`config.mk`:
```
export PLATFORM = sky130hd
export DESIGN_NAME = rgb_led_effect_sequencer_unit
export DESIGN_NICKNAME = d
export VERILOG_FILES = /design/src/rgbled_pkg.sv /design/src/rgb_led_effect_sequencer_unit.sv /design/src/rgbled_ctrl.sv /design/src/rgbled_dp.sv
export SDC_FILE = /design/constraint.sdc
export NUM_CORES = 2
export LEC_CHECK = 0
export BUFFER_PORTS_ARGS = -buffer_cell sky130_fd_sc_hd__buf_2
export CAP_MARGIN = 20
export CORE_AREA = 2 2 326 328
export CTS_CLUSTER_DIAMETER = 120
export CTS_CLUSTER_SIZE = 40
export DETAILED_ROUTE_END_ITERATION = 16
export DIE_AREA = 0 0 328 330
export GPL_TIMING_DRIVEN = 0
export PLACE_DENSITY_LB_ADDON = 0.15
export SLEW_MARGIN = 20
export SYNTH_ARGS = -nofsm -noshare
export SYNTH_HDL_FRONTEND = slang
export SYNTH_SLANG_ARGS = --single-unit
export TNS_END_PERCENT = 50
```
`constraint.sdc`:
```
create_clock -name aclk -period 16.2 [get_ports aclk]
set_input_delay 0.81 -clock aclk [delete_from_list [all_inputs] [get_ports aclk]]
set_output_delay 0.81 -clock aclk [all_outputs]
set_load 0.02 [all_outputs]
```
`src/rgbled_pkg.sv`:
```
package rgbled_pkg;

    localparam int EVENT_KINDS = 4;
    localparam int DIV_W       = 16;
    localparam int DIV_CNT_W   = 5;

    localparam logic [1:0] OP_TICK  = 2'd0;
    localparam logic [1:0] OP_START = 2'd1;
    localparam logic [1:0] OP_EXIT  = 2'd2;

    localparam logic [1:0] KIND_NONE  = 2'd0;
    localparam logic [1:0] KIND_RESET = 2'd1;
    localparam logic [1:0] KIND_TEST  = 2'd2;
    localparam logic [1:0] KIND_ON    = 2'd3;

    localparam logic [9:0] WHEEL_STEPS = 10'd765;
    localparam logic [9:0] WHEEL_TWO   = 10'd510;
    localparam logic [9:0] WHEEL_ONE   = 10'd255;
    localparam logic [7:0] GREY_FULL   = 8'd255;

    // ceil(2^26 / 765): exact quotient by 765 for any 16-bit dividend
    localparam logic [16:0] WHEEL_RECIP = 17'd87725;
    localparam int          WHEEL_SHIFT = 26;

    typedef enum logic [2:0] {
        REG_PERIOD_RESET = 3'd0,
        REG_PERIOD_TEST  = 3'd1,
        REG_PERIOD_ON    = 3'd2,
        REG_WHEEL_DIV    = 3'd3,
        REG_GREY_STEP    = 3'd4,
        REG_PWM_PERIOD   = 3'd5
    } reg_idx_t;

    typedef struct packed {
        logic [1:0]  operation;
        logic [7:0]  led_number;
        logic [1:0]  event_kind;
        logic [15:0] loop_count;
    } item_in_t;

    typedef struct packed {
        logic [1:0]  shown_event;
        logic [15:0] red_on_count;
        logic [15:0] green_on_count;
        logic [15:0] blue_on_count;
        logic [2:0]  channels_running;
        logic        power_on;
        logic        sleep_allowed;
    } item_out_t;

    typedef struct packed {
        logic [15:0] period_reset_event;
        logic [15:0] period_test_event;
        logic [15:0] period_on_event;
        logic [7:0]  wheel_divider;
        logic [8:0]  grey_step;
        logic [15:0] pwm_period;
    } cfg_t;

    typedef enum logic [1:0] {
        DIV_WHEEL = 2'd0,
        DIV_MOD   = 2'd1,
        DIV_LOOP  = 2'd2
    } div_sel_t;

    typedef struct packed {
        logic       load_item;
        logic       apply_op;
        logic       div_start;
        div_sel_t   div_sel;
        logic       drive;
        logic       loop_apply;
        logic       tick_finish;
        logic       out_load;
        logic [1:0] kind;
    } dp_cmd_t;

    typedef struct packed {
        logic [1:0] operation;
        logic       any_active;
        logic       loop_due;
        logic       div_busy;
        logic       out_full;
    } dp_status_t;

    typedef enum logic [3:0] {
        ST_IDLE,
        ST_DECODE,
        ST_WHEEL_DIV,
        ST_MOD_DIV,
        ST_DRIVE,
        ST_LOOP_CHK,
        ST_LOOP_DIV,
        ST_LOOP_APPLY,
        ST_FINISH,
        ST_DONE
    } ctl_state_t;

endpackage

```
`src/rgb_led_effect_sequencer_unit.sv`:
```
// Channel   Ports                                   Direction
// s_        s_valid, s_ready, s_data (item_in_t)    item in: tick, start, exit
// m_        m_valid, m_ready, m_data (item_out_t)   item out: one per input item
// apb       psel, penable, pwrite, paddr, pwdata    register access, pready tied high
//
// Start, exit and ticks with no event set pass from decode to the output hand-off.
// A tick with events set runs the shared 16-step serial divider once for the wheel
// step, then a reciprocal multiply and subtract for the phase mod 765, and one
// divider pass per due event, three passes with all three due.
// Reset (aresetn low, synchronous) clears all event state; registers take defaults.
// One item at a time; s_ready drops until the result is in the output register.
module rgb_led_effect_sequencer_unit
    import rgbled_pkg::*;
#(
    parameter int OWN_LED_INDEX = 0
) (
    input  logic        aclk,
    input  logic        aresetn,
    input  logic        s_valid,
    output logic        s_ready,
    input  item_in_t    s_data,
    output logic        m_valid,
    input  logic        m_ready,
    output item_out_t   m_data,
    input  logic        psel,
    input  logic        penable,
    input  logic        pwrite,
    input  logic [4:0]  paddr,
    input  logic [31:0] pwdata,
    output logic [31:0] prdata,
    output logic        pready
);

    cfg_t       cfg_reg;
    dp_cmd_t    cmd;
    dp_status_t status;
    reg_idx_t   idx;

    assign pready = 1'b1;
    assign idx    = reg_idx_t'(paddr[4:2]);

    always_ff @(posedge aclk) begin
        if (!aresetn) begin
            cfg_reg.period_reset_event <= 16'd500;
            cfg_reg.period_test_event  <= 16'd500;
            cfg_reg.period_on_event    <= 16'd500;
            cfg_reg.wheel_divider      <= 8'd5;
            cfg_reg.grey_step          <= 9'd1;
            cfg_reg.pwm_period         <= 16'd256;
        end else if (psel && penable && pwrite && pready) begin
            case (idx)
                REG_PERIOD_RESET: cfg_reg.period_reset_event <= pwdata[15:0];
                REG_PERIOD_TEST:  cfg_reg.period_test_event  <= pwdata[15:0];
                REG_PERIOD_ON:    cfg_reg.period_on_event    <= pwdata[15:0];
                REG_WHEEL_DIV:    cfg_reg.wheel_divider      <= pwdata[7:0];
                REG_GREY_STEP:    cfg_reg.grey_step          <= pwdata[8:0];
                REG_PWM_PERIOD:   cfg_reg.pwm_period         <= pwdata[15:0];
                default: ;
            endcase
        end
    end

    always_comb begin
        unique case (idx)
            REG_PERIOD_RESET: prdata = {16'd0, cfg_reg.period_reset_event};
            REG_PERIOD_TEST:  prdata = {16'd0, cfg_reg.period_test_event};
            REG_PERIOD_ON:    prdata = {16'd0, cfg_reg.period_on_event};
            REG_WHEEL_DIV:    prdata = {24'd0, cfg_reg.wheel_divider};
            REG_GREY_STEP:    prdata = {23'd0, cfg_reg.grey_step};
            REG_PWM_PERIOD:   prdata = {16'd0, cfg_reg.pwm_period};
            default:          prdata = 32'd0;
        endcase
    end

    rgbled_ctrl u_ctrl (
        .aclk    (aclk),
        .aresetn (aresetn),
        .s_valid (s_valid),
        .s_ready (s_ready),
        .m_ready (m_ready),
        .status  (status),
        .cmd     (cmd)
    );

    rgbled_dp #(
        .OWN_LED_INDEX (OWN_LED_INDEX)
    ) u_dp (
        .aclk    (aclk),
        .aresetn (aresetn),
        .s_data  (s_data),
        .m_ready (m_ready),
        .m_valid (m_valid),
        .m_data  (m_data),
        .cfg     (cfg_reg),
        .cmd     (cmd),
        .status  (status)
    );

`ifndef SYNTHESIS
    a_one_at_a_time: assert property (@(posedge aclk) disable iff (!aresetn)
        (s_valid && s_ready) |=> !s_ready)
        else $error("item accepted while another is in flight");

    a_sleep_no_channels: assert property (@(posedge aclk) disable iff (!aresetn)
        (m_valid && m_data.sleep_allowed) |-> (m_data.channels_running == 3'd0))
        else $error("sleep allowed with channels running");

    a_idle_dark: assert property (@(posedge aclk) disable iff (!aresetn)
        (m_valid && m_data.shown_event == KIND_NONE) |->
        (m_data.red_on_count == 16'd0 && m_data.green_on_count == 16'd0
         && m_data.blue_on_count == 16'd0 && !m_data.power_on))
        else $error("led driven with no event shown");
`endif

endmodule

```
`src/rgbled_ctrl.sv`:
```
module rgbled_ctrl
    import rgbled_pkg::*;
(
    input  logic       aclk,
    input  logic       aresetn,
    input  logic       s_valid,
    output logic       s_ready,
    input  logic       m_ready,
    input  dp_status_t status,
    output dp_cmd_t    cmd
);

    ctl_state_t state_reg, state_next;
    logic [1:0] kind_reg, kind_next;

    always_ff @(posedge aclk) begin
        if (!aresetn) begin
            state_reg <= ST_IDLE;
            kind_reg  <= KIND_RESET;
        end else begin
            state_reg <= state_next;
            kind_reg  <= kind_next;
        end
    end

    always_comb begin
        state_next = state_reg;
        kind_next  = kind_reg;
        cmd        = '0;
        cmd.kind   = kind_reg;
        s_ready    = 1'b0;
        unique case (state_reg)
            ST_IDLE: begin
                s_ready = 1'b1;
                if (s_valid) begin
                    cmd.load_item = 1'b1;
                    state_next    = ST_DECODE;
                end
            end
            ST_DECODE: begin
                if (status.operation == OP_TICK && status.any_active) begin
                    cmd.div_start = 1'b1;
                    cmd.div_sel   = DIV_WHEEL;
                    state_next    = ST_WHEEL_DIV;
                end else begin
                    cmd.apply_op = 1'b1;
                    state_next   = ST_DONE;
                end
            end
            ST_WHEEL_DIV: begin
                if (!status.div_busy) begin
                    cmd.div_start = 1'b1;
                    cmd.div_sel   = DIV_MOD;
                    state_next    = ST_MOD_DIV;
                end
            end
            ST_MOD_DIV: begin
                if (!status.div_busy) begin
                    state_next = ST_DRIVE;
                end
            end
            ST_DRIVE: begin
                cmd.drive  = 1'b1;
                kind_next  = KIND_RESET;
                state_next = ST_LOOP_CHK;
            end
            ST_LOOP_CHK: begin
                if (status.loop_due) begin
                    cmd.div_start = 1'b1;
                    cmd.div_sel   = DIV_LOOP;
                    state_next    = ST_LOOP_DIV;
                end else if (kind_reg == KIND_ON) begin
                    state_next = ST_FINISH;
                end else begin
                    kind_next = kind_reg + 2'd1;
                end
            end
            ST_LOOP_DIV: begin
                if (!status.div_busy) begin
                    state_next = ST_LOOP_APPLY;
                end
            end
            ST_LOOP_APPLY: begin
                cmd.loop_apply = 1'b1;
                if (kind_reg == KIND_ON) begin
                    state_next = ST_FINISH;
                end else begin
                    kind_next  = kind_reg + 2'd1;
                    state_next = ST_LOOP_CHK;
                end
            end
            ST_FINISH: begin
                cmd.tick_finish = 1'b1;
                state_next      = ST_DONE;
            end
            ST_DONE: begin
                if (!status.out_full || m_ready) begin
                    cmd.out_load = 1'b1;
                    state_next   = ST_IDLE;
                end
            end
            default: state_next = ST_IDLE;
        endcase
    end

endmodule

```
`src/rgbled_dp.sv`:
```
module rgbled_dp
    import rgbled_pkg::*;
#(
    parameter int OWN_LED_INDEX = 0
) (
    input  logic       aclk,
    input  logic       aresetn,
    input  item_in_t   s_data,
    input  logic       m_ready,
    output logic       m_valid,
    output item_out_t  m_data,
    input  cfg_t       cfg,
    input  dp_cmd_t    cmd,
    output dp_status_t status
);

    localparam logic [7:0] OWN_LED = 8'(OWN_LED_INDEX);

    item_in_t    item_reg;
    logic [15:0] tick_reg;
    logic [3:0]  active_reg;
    logic [1:0]  shown_reg;
    logic [15:0] loops_reg  [EVENT_KINDS];
    logic [15:0] offset_reg [EVENT_KINDS];
    logic [7:0]  grey_reg   [3];
    logic [15:0] on_reg     [3];
    logic [2:0]  running_reg;
    logic        boost_reg;
    logic        busy_reg;

    logic [DIV_W-1:0]     rem_reg, quo_reg, dvsr_reg;
    logic [DIV_CNT_W-1:0] cnt_reg;
    logic                 mod_reg;

    item_out_t out_reg;
    logic      out_valid_reg;

    // serial restoring divider, one quotient bit per cycle
    logic [DIV_W:0]   rem_shift;
    logic [DIV_W-1:0] dvd_sel, dvsr_sel, period_k;
    logic             rem_ge;

    assign rem_shift = {rem_reg, quo_reg[DIV_W-1]};
    assign rem_ge    = rem_shift >= {1'b0, dvsr_reg};

    // wheel phase mod 765: reciprocal multiply, then subtract
    logic [32:0] recip_prod;
    logic [16:0] mod_sub;

    assign recip_prod = 33'(quo_reg) * 33'(WHEEL_RECIP);
    assign mod_sub    = 17'(quo_reg) * 17'(WHEEL_STEPS);

    always_comb begin
        case (cmd.kind)
            KIND_RESET: period_k = cfg.period_reset_event;
            KIND_TEST:  period_k = cfg.period_test_event;
            default:    period_k = cfg.period_on_event;
        endcase
        case (cmd.div_sel)
            DIV_WHEEL: begin
                dvd_sel  = tick_reg;
                dvsr_sel = (cfg.wheel_divider == 8'd0) ? 16'd1 : {8'd0, cfg.wheel_divider};
            end
            DIV_MOD: begin
                dvd_sel  = quo_reg;
                dvsr_sel = {6'd0, WHEEL_STEPS};
            end
            default: begin
                dvd_sel  = tick_reg + offset_reg[cmd.kind];
                dvsr_sel = (period_k == 16'd0) ? 16'd1 : period_k;
            end
        endcase
    end

    // wheel colour from the phase held in the remainder
    logic [9:0] phase;
    logic [7:0] grey_new [3];
    logic [1:0] shown_new;

    assign phase = rem_reg[9:0];

    always_comb begin
        if (active_reg[1])      shown_new = KIND_RESET;
        else if (active_reg[2]) shown_new = KIND_TEST;
        else if (active_reg[3]) shown_new = KIND_ON;
        else                    shown_new = KIND_NONE;
        grey_new[0] = grey_reg[0];
        grey_new[1] = grey_reg[1];
        grey_new[2] = grey_reg[2];
        if (shown_new == KIND_RESET) begin
            grey_new[0] = GREY_FULL;
            grey_new[1] = GREY_FULL;
            grey_new[2] = GREY_FULL;
        end else if (shown_new == KIND_TEST) begin
            if (phase <= WHEEL_ONE) begin
                grey_new[0] = 8'(WHEEL_ONE - phase);
                grey_new[1] = phase[7:0];
                grey_new[2] = 8'd0;
            end else if (phase <= WHEEL_TWO) begin
                grey_new[0] = 8'd0;
                grey_new[1] = 8'(WHEEL_TWO - phase);
                grey_new[2] = 8'(phase - WHEEL_ONE);
            end else begin
                grey_new[0] = 8'(phase - WHEEL_TWO);
                grey_new[1] = 8'd0;
                grey_new[2] = 8'(WHEEL_STEPS - phase);
            end
        end
    end

    function automatic logic [15:0] on_count(input logic [7:0] grey, input cfg_t c);
        logic [17:0] prod;
        logic [17:0] on_full;
        logic [15:0] top;
        prod    = 18'({1'b0, grey} + 9'd1) * 18'(c.grey_step);
        on_full = (prod == 18'd0) ? 18'd0 : prod - 18'd1;
        top     = (c.pwm_period == 16'd0) ? 16'd0 : c.pwm_period - 16'd1;
        if (grey == 8'd0) begin
            return 16'd0;
        end else if (on_full > {2'b00, top}) begin
            return top;
        end else begin
            return on_full[15:0];
        end
    endfunction

    logic [15:0] on_new [3];
    assign on_new[0] = on_count(grey_new[0], cfg);
    assign on_new[1] = on_count(grey_new[1], cfg);
    assign on_new[2] = on_count(grey_new[2], cfg);

    logic [3:0] kind_bit, item_bit;
    assign kind_bit = 4'b0001 << cmd.kind;
    assign item_bit = 4'b0001 << item_reg.event_kind;

    always_ff @(posedge aclk) begin
        if (!aresetn) begin
            tick_reg      <= '0;
            active_reg    <= '0;
            shown_reg     <= KIND_NONE;
            running_reg   <= '0;
            boost_reg     <= 1'b0;
            busy_reg      <= 1'b0;
            cnt_reg       <= '0;
            mod_reg       <= 1'b0;
            out_valid_reg <= 1'b0;
            for (int k = 0; k < EVENT_KINDS; k++) begin
                loops_reg[k]  <= '0;
                offset_reg[k] <= '0;
            end
            for (int c = 0; c < 3; c++) begin
                grey_reg[c] <= '0;
                on_reg[c]   <= '0;
            end
        end else begin
            if (cmd.load_item) begin
                item_reg <= s_data;
            end

            if (cmd.div_start && cmd.div_sel == DIV_MOD) begin
                quo_reg <= 16'(recip_prod[32:WHEEL_SHIFT]);
                rem_reg <= quo_reg;
                cnt_reg <= DIV_CNT_W'(1);
                mod_reg <= 1'b1;
            end else if (cmd.div_start) begin
                quo_reg  <= dvd_sel;
                rem_reg  <= '0;
                dvsr_reg <= dvsr_sel;
                cnt_reg  <= DIV_CNT_W'(DIV_W);
            end else if (mod_reg) begin
                rem_reg <= rem_reg - mod_sub[15:0];
                cnt_reg <= '0;
                mod_reg <= 1'b0;
            end else if (cnt_reg != '0) begin
                cnt_reg <= cnt_reg - 1'b1;
                quo_reg <= {quo_reg[DIV_W-2:0], rem_ge};
                rem_reg <= rem_ge ? DIV_W'(rem_shift - {1'b0, dvsr_reg}) : rem_shift[DIV_W-1:0];
            end

            if (cmd.apply_op) begin
                unique case (item_reg.operation)
                    OP_TICK: begin
                        shown_reg <= KIND_NONE;
                        tick_reg  <= tick_reg + 16'd1;
                    end
                    OP_START: begin
                        if (item_reg.led_number == OWN_LED && item_reg.event_kind != KIND_NONE) begin
                            active_reg <= active_reg | item_bit;
                            loops_reg[item_reg.event_kind]  <= item_reg.loop_count;
                            offset_reg[item_reg.event_kind] <= 16'd0 - tick_reg;
                            busy_reg <= 1'b1;
                        end
                    end
                    OP_EXIT: begin
                        if (item_reg.led_number == OWN_LED && item_reg.event_kind != KIND_NONE
                            && (active_reg & item_bit) != 4'd0) begin
                            active_reg <= active_reg & ~item_bit;
                            if ((active_reg & ~item_bit) == 4'd0) begin
                                running_reg <= '0;
                                boost_reg   <= 1'b0;
                                busy_reg    <= 1'b0;
                                shown_reg   <= KIND_NONE;
                                tick_reg    <= '0;
                                for (int c = 0; c < 3; c++) begin
                                    grey_reg[c] <= '0;
                                    on_reg[c]   <= '0;
                                end
                            end
                        end
                    end
                    default: ;
                endcase
            end

            if (cmd.drive) begin
                shown_reg <= shown_new;
                boost_reg <= 1'b1;
                for (int c = 0; c < 3; c++) begin
                    if (grey_new[c] != grey_reg[c]) begin
                        grey_reg[c]    <= grey_new[c];
                        on_reg[c]      <= on_new[c];
                        running_reg[c] <= 1'b1;
                    end
                end
            end

            // loop boundary when the offset tick count divides evenly
            if (cmd.loop_apply && rem_reg == '0) begin
                loops_reg[cmd.kind] <= loops_reg[cmd.kind] - 16'd1;
                if (loops_reg[cmd.kind] == 16'd1) begin
                    active_reg <= active_reg & ~kind_bit;
                    if ((active_reg & ~kind_bit) == 4'd0) begin
                        running_reg <= '0;
                        boost_reg   <= 1'b0;
                        busy_reg    <= 1'b0;
                        shown_reg   <= KIND_NONE;
                        tick_reg    <= '0;
                        for (int c = 0; c < 3; c++) begin
                            grey_reg[c] <= '0;
                            on_reg[c]   <= '0;
                        end
                    end
                end
            end

            if (cmd.tick_finish) begin
                tick_reg <= tick_reg + 16'd1;
            end

            if (cmd.out_load) begin
                out_valid_reg <= 1'b1;
            end else if (m_ready) begin
                out_valid_reg <= 1'b0;
            end
        end
    end

    always_ff @(posedge aclk) begin
        if (cmd.out_load) begin
            out_reg.shown_event      <= shown_reg;
            out_reg.red_on_count     <= on_reg[0];
            out_reg.green_on_count   <= on_reg[1];
            out_reg.blue_on_count    <= on_reg[2];
            out_reg.channels_running <= running_reg;
            out_reg.power_on         <= boost_reg;
            out_reg.sleep_allowed    <= (running_reg == '0) && !busy_reg;
        end
    end

    assign m_valid = out_valid_reg;
    assign m_data  = out_reg;

    assign status.operation  = item_reg.operation;
    assign status.any_active = active_reg != 4'd0;
    assign status.loop_due   = ((active_reg & kind_bit) != 4'd0)
                               && loops_reg[cmd.kind] != 16'd0 && tick_reg != 16'd0;
    assign status.div_busy   = cnt_reg != '0;
    assign status.out_full   = out_valid_reg;

endmodule

```
==> flow_metrics.env <==
export IMPL_setup_viol=0
export IMPL_crit_path_end_kind="flip-flop"
export IMPL_final_hold_viol_count=0
export IMPL_die_h_um=330
export IMPL_hpwlAfterDp_um=100000
export IMPL_cp_max_fo=10
export IMPL_grt_pass1_wl_um=193000
export IMPL_antenna_found_initial=1
export IMPL_critPathMaxStageDelay_ns=0.77
export IMPL_portBuffers=125
export IMPL_fin_nets=5340
export IMPL_tightest_slew_ns=1.13
export IMPL_cts_htree_levels=1
export IMPL_crit_type="reg -> reg"
export IMPL_grt_usage_pct=23.0
export IMPL_tritoncts="yes"
export IMPL_ios=162
export IMPL_rsz0062_at_grt="no"
export IMPL_slowest_stage="o41ai_2"
export IMPL_crit_buf_inv=11
export IMPL_critPathLaunchType="flip-flop"
export IMPL_min_period_over_period_pct=80.1
export IMPL_start_util_pct=39.8
export IMPL_final_cell_mix="inv_1, nand2_1, nor2_1, ha_1, edfxtp_1"
export IMPL_critPathTopFamily="compound AO/OA/AOI/OAI gates"
export IMPL_core_area_sq_um=105000
export IMPL_drc=0
export IMPL_wl_met3_um=8930
export IMPL_hold_class="in -> reg"
export IMPL_syn2layout_area_growth_pct=8.64
export IMPL_final_util_pct=43.2
export IMPL_via_count=32565
export IMPL_syn_area_sq_um=41600
export IMPL_largest_register_ffs=81
export IMPL_dieArea_sq_um=108000
export IMPL_first_iter_violations=2814
export IMPL_fill_cells=10342
export IMPL_drtPass1Iterations=5
export IMPL_final_common_cell="inv_1"
export IMPL_rows=119
export IMPL_syn_avg_cell_area_sq_um=9.52
export IMPL_yosys_mux_area_fraction_pct=4.06
export IMPL_drv_slew=0
export IMPL_drive_gt1_share_pct=7.59
export IMPL_post_cts_buffers=0
export IMPL_yosysUniqueCellTypes=101
export IMPL_final_cells=5975
export IMPL_drt_met1_wl_um=60100
export IMPL_multi_input_area_sq_um=26700
export IMPL_tns_ns=0
export IMPL_ys_seq_area_share_pct=29.8
export IMPL_synth_compound_area_share_pct=12.2
export IMPL_synth_xor_area_share_pct=4.02
export IMPL_cts_buffers=20
export IMPL_crit_path_frequent_cell="inv_1"
export IMPL_yosys_warnings=0
export IMPL_fmax_ghz=0.0770
export IMPL_dp_cells=5938
export IMPL_via_per_inst=5.45
export IMPL_clock_sinks=454
export IMPL_top_layer_used="met4"
export IMPL_yosys_area_share_simple_pct=16.8
export IMPL_clock_skew_ns=0.0918
export IMPL_worstPathRequired_ns=16.52
export IMPL_route_met2_wl_um=54100
export IMPL_synth_top_family_by_area="adder cells"
export IMPL_path_clk_slew_ns=0.16
export IMPL_ctsResizeCount=0
export IMPL_drt_total_wl_um=126000
export IMPL_synth_edf_count=331
export IMPL_cap_viol_max_count=0
export IMPL_seq_area_sq_um=12400
export IMPL_grt_pass1_vias=31879
export IMPL_die_width_um=328
export IMPL_ys_ff_latch=454
export IMPL_grt_max_degree=42
export IMPL_wl_per_cell_um=21.1
export IMPL_root_buffer="clkbuf_16"
export IMPL_outcome="complete, no violations"
export IMPL_ctsHoldBuffers=0
export IMPL_num_antenna_cells=0
export IMPL_synthCells=4373
export IMPL_period_needed_ns=12.98
export IMPL_gp_congestion=0.922
export IMPL_cp_arrival_ns=13.30
export IMPL_relSlewSlack_pct=25.0
export IMPL_clockBufferDepth=3
export IMPL_antenna_left=0
export IMPL_ys_flop_type="edfxtp_1"
export IMPL_async_reset_ff_share_pct=0
export IMPL_grt_overflow_total=0
export IMPL_clk_latency_ns=0.65
export IMPL_yosys_area_share_adder_pct=26.5
metrics by stage:
step	setup slack [ns]	hold slack [ns]	cell area, sq um
floorplan	6.18	0.400	41700
global placement	3.02	0.403	44100
detailed placement	3.39	0.405	44400
CTS	3.26	0.300	45200
global route	2.47	0.308	45200
finish	3.22	0.332	45200
layout make-up:
| type | instances | area share [%] |
|---|---|---|
| multi-input combinational | 3248 | 59.0 |
| sequential | 454 | 27.4 |
| inverter | 501 | 4.16 |
| tap | 1391 | 3.85 |
| buffer | 201 | 1.98 |
| timing repair buffer | 144 | 1.93 |
| clock buffer | 24 | 1.14 |
| clock inverter | 12 | 0.551 |
final timing paths:
kind / startpoint / endpoint / slack (ns) / depth (start not counted)
worst max-delay path: u_dp.rem_reg[0]$_DFFE_PP_ / u_dp.on_reg[0][5]$_SDFFCE_PP0P_ / 3.22 / 43
worst min-delay path: s_data[4] / u_dp.item_reg[4]$_DFFE_PP_ / 0.33 / 1
worst max register to register: u_dp.rem_reg[0]$_DFFE_PP_ / u_dp.on_reg[0][5]$_SDFFCE_PP0P_ / 3.22 / 43
worst min register to register: u_dp.on_reg[0][10]$_SDFFCE_PP0P_ / m_data[47]$_DFFE_PP_ / 0.43 / 0
cell usage after synthesis, types with 18 or more instances:
library cell    n  area share (%)
ha_1          394              12
clkbuf_1      146             1.3
nand2_1       421             3.8
a211oi_1       32            0.58
nand3_1        80            0.96
buf_4          21            0.38
mux2i_1        71             1.7
mux4_2         37             2.0
a31oi_1        28            0.42
nor3_1         70            0.84
xor2_1         65             1.4
nor4_1         24            0.36
o211ai_1       26            0.47
fa_1          304              15
nand4_1        33            0.50
nor2_1        421             3.8
a22oi_1        34            0.61
nand2b_1       28            0.42
a21oi_1       211             2.5
a21o_1         40            0.72
or2_2          19            0.29
o21a_1         20            0.36
inv_1         499             4.5
or3_1          30            0.45
a211o_1        18            0.38
nor2b_1        39            0.59
edfxtp_1      331              24
xnor2_1       126             2.7
and3_1         34            0.51
o21ai_0       139             1.7
and2_1        169             2.5
dfxtp_1       123             5.9
layer usage:
metal  GRT usage (%)  up-vias
met1            34.7    15986
met3            3.21      137
met2            34.9     1021
li1                -    15421
met5               0        -
met4            5.14        0
cells by family after synthesis:
logic type,after synthesis
other cells,2
mux,121
simple gates,1448
fa+ha+maj,698
flops,454
xor+xnor,191
buf+inv,702
compound gates,757
Power is not shown: default switching activity piles up to over one toggle a cycle in this logic, so the estimate is an artifact.
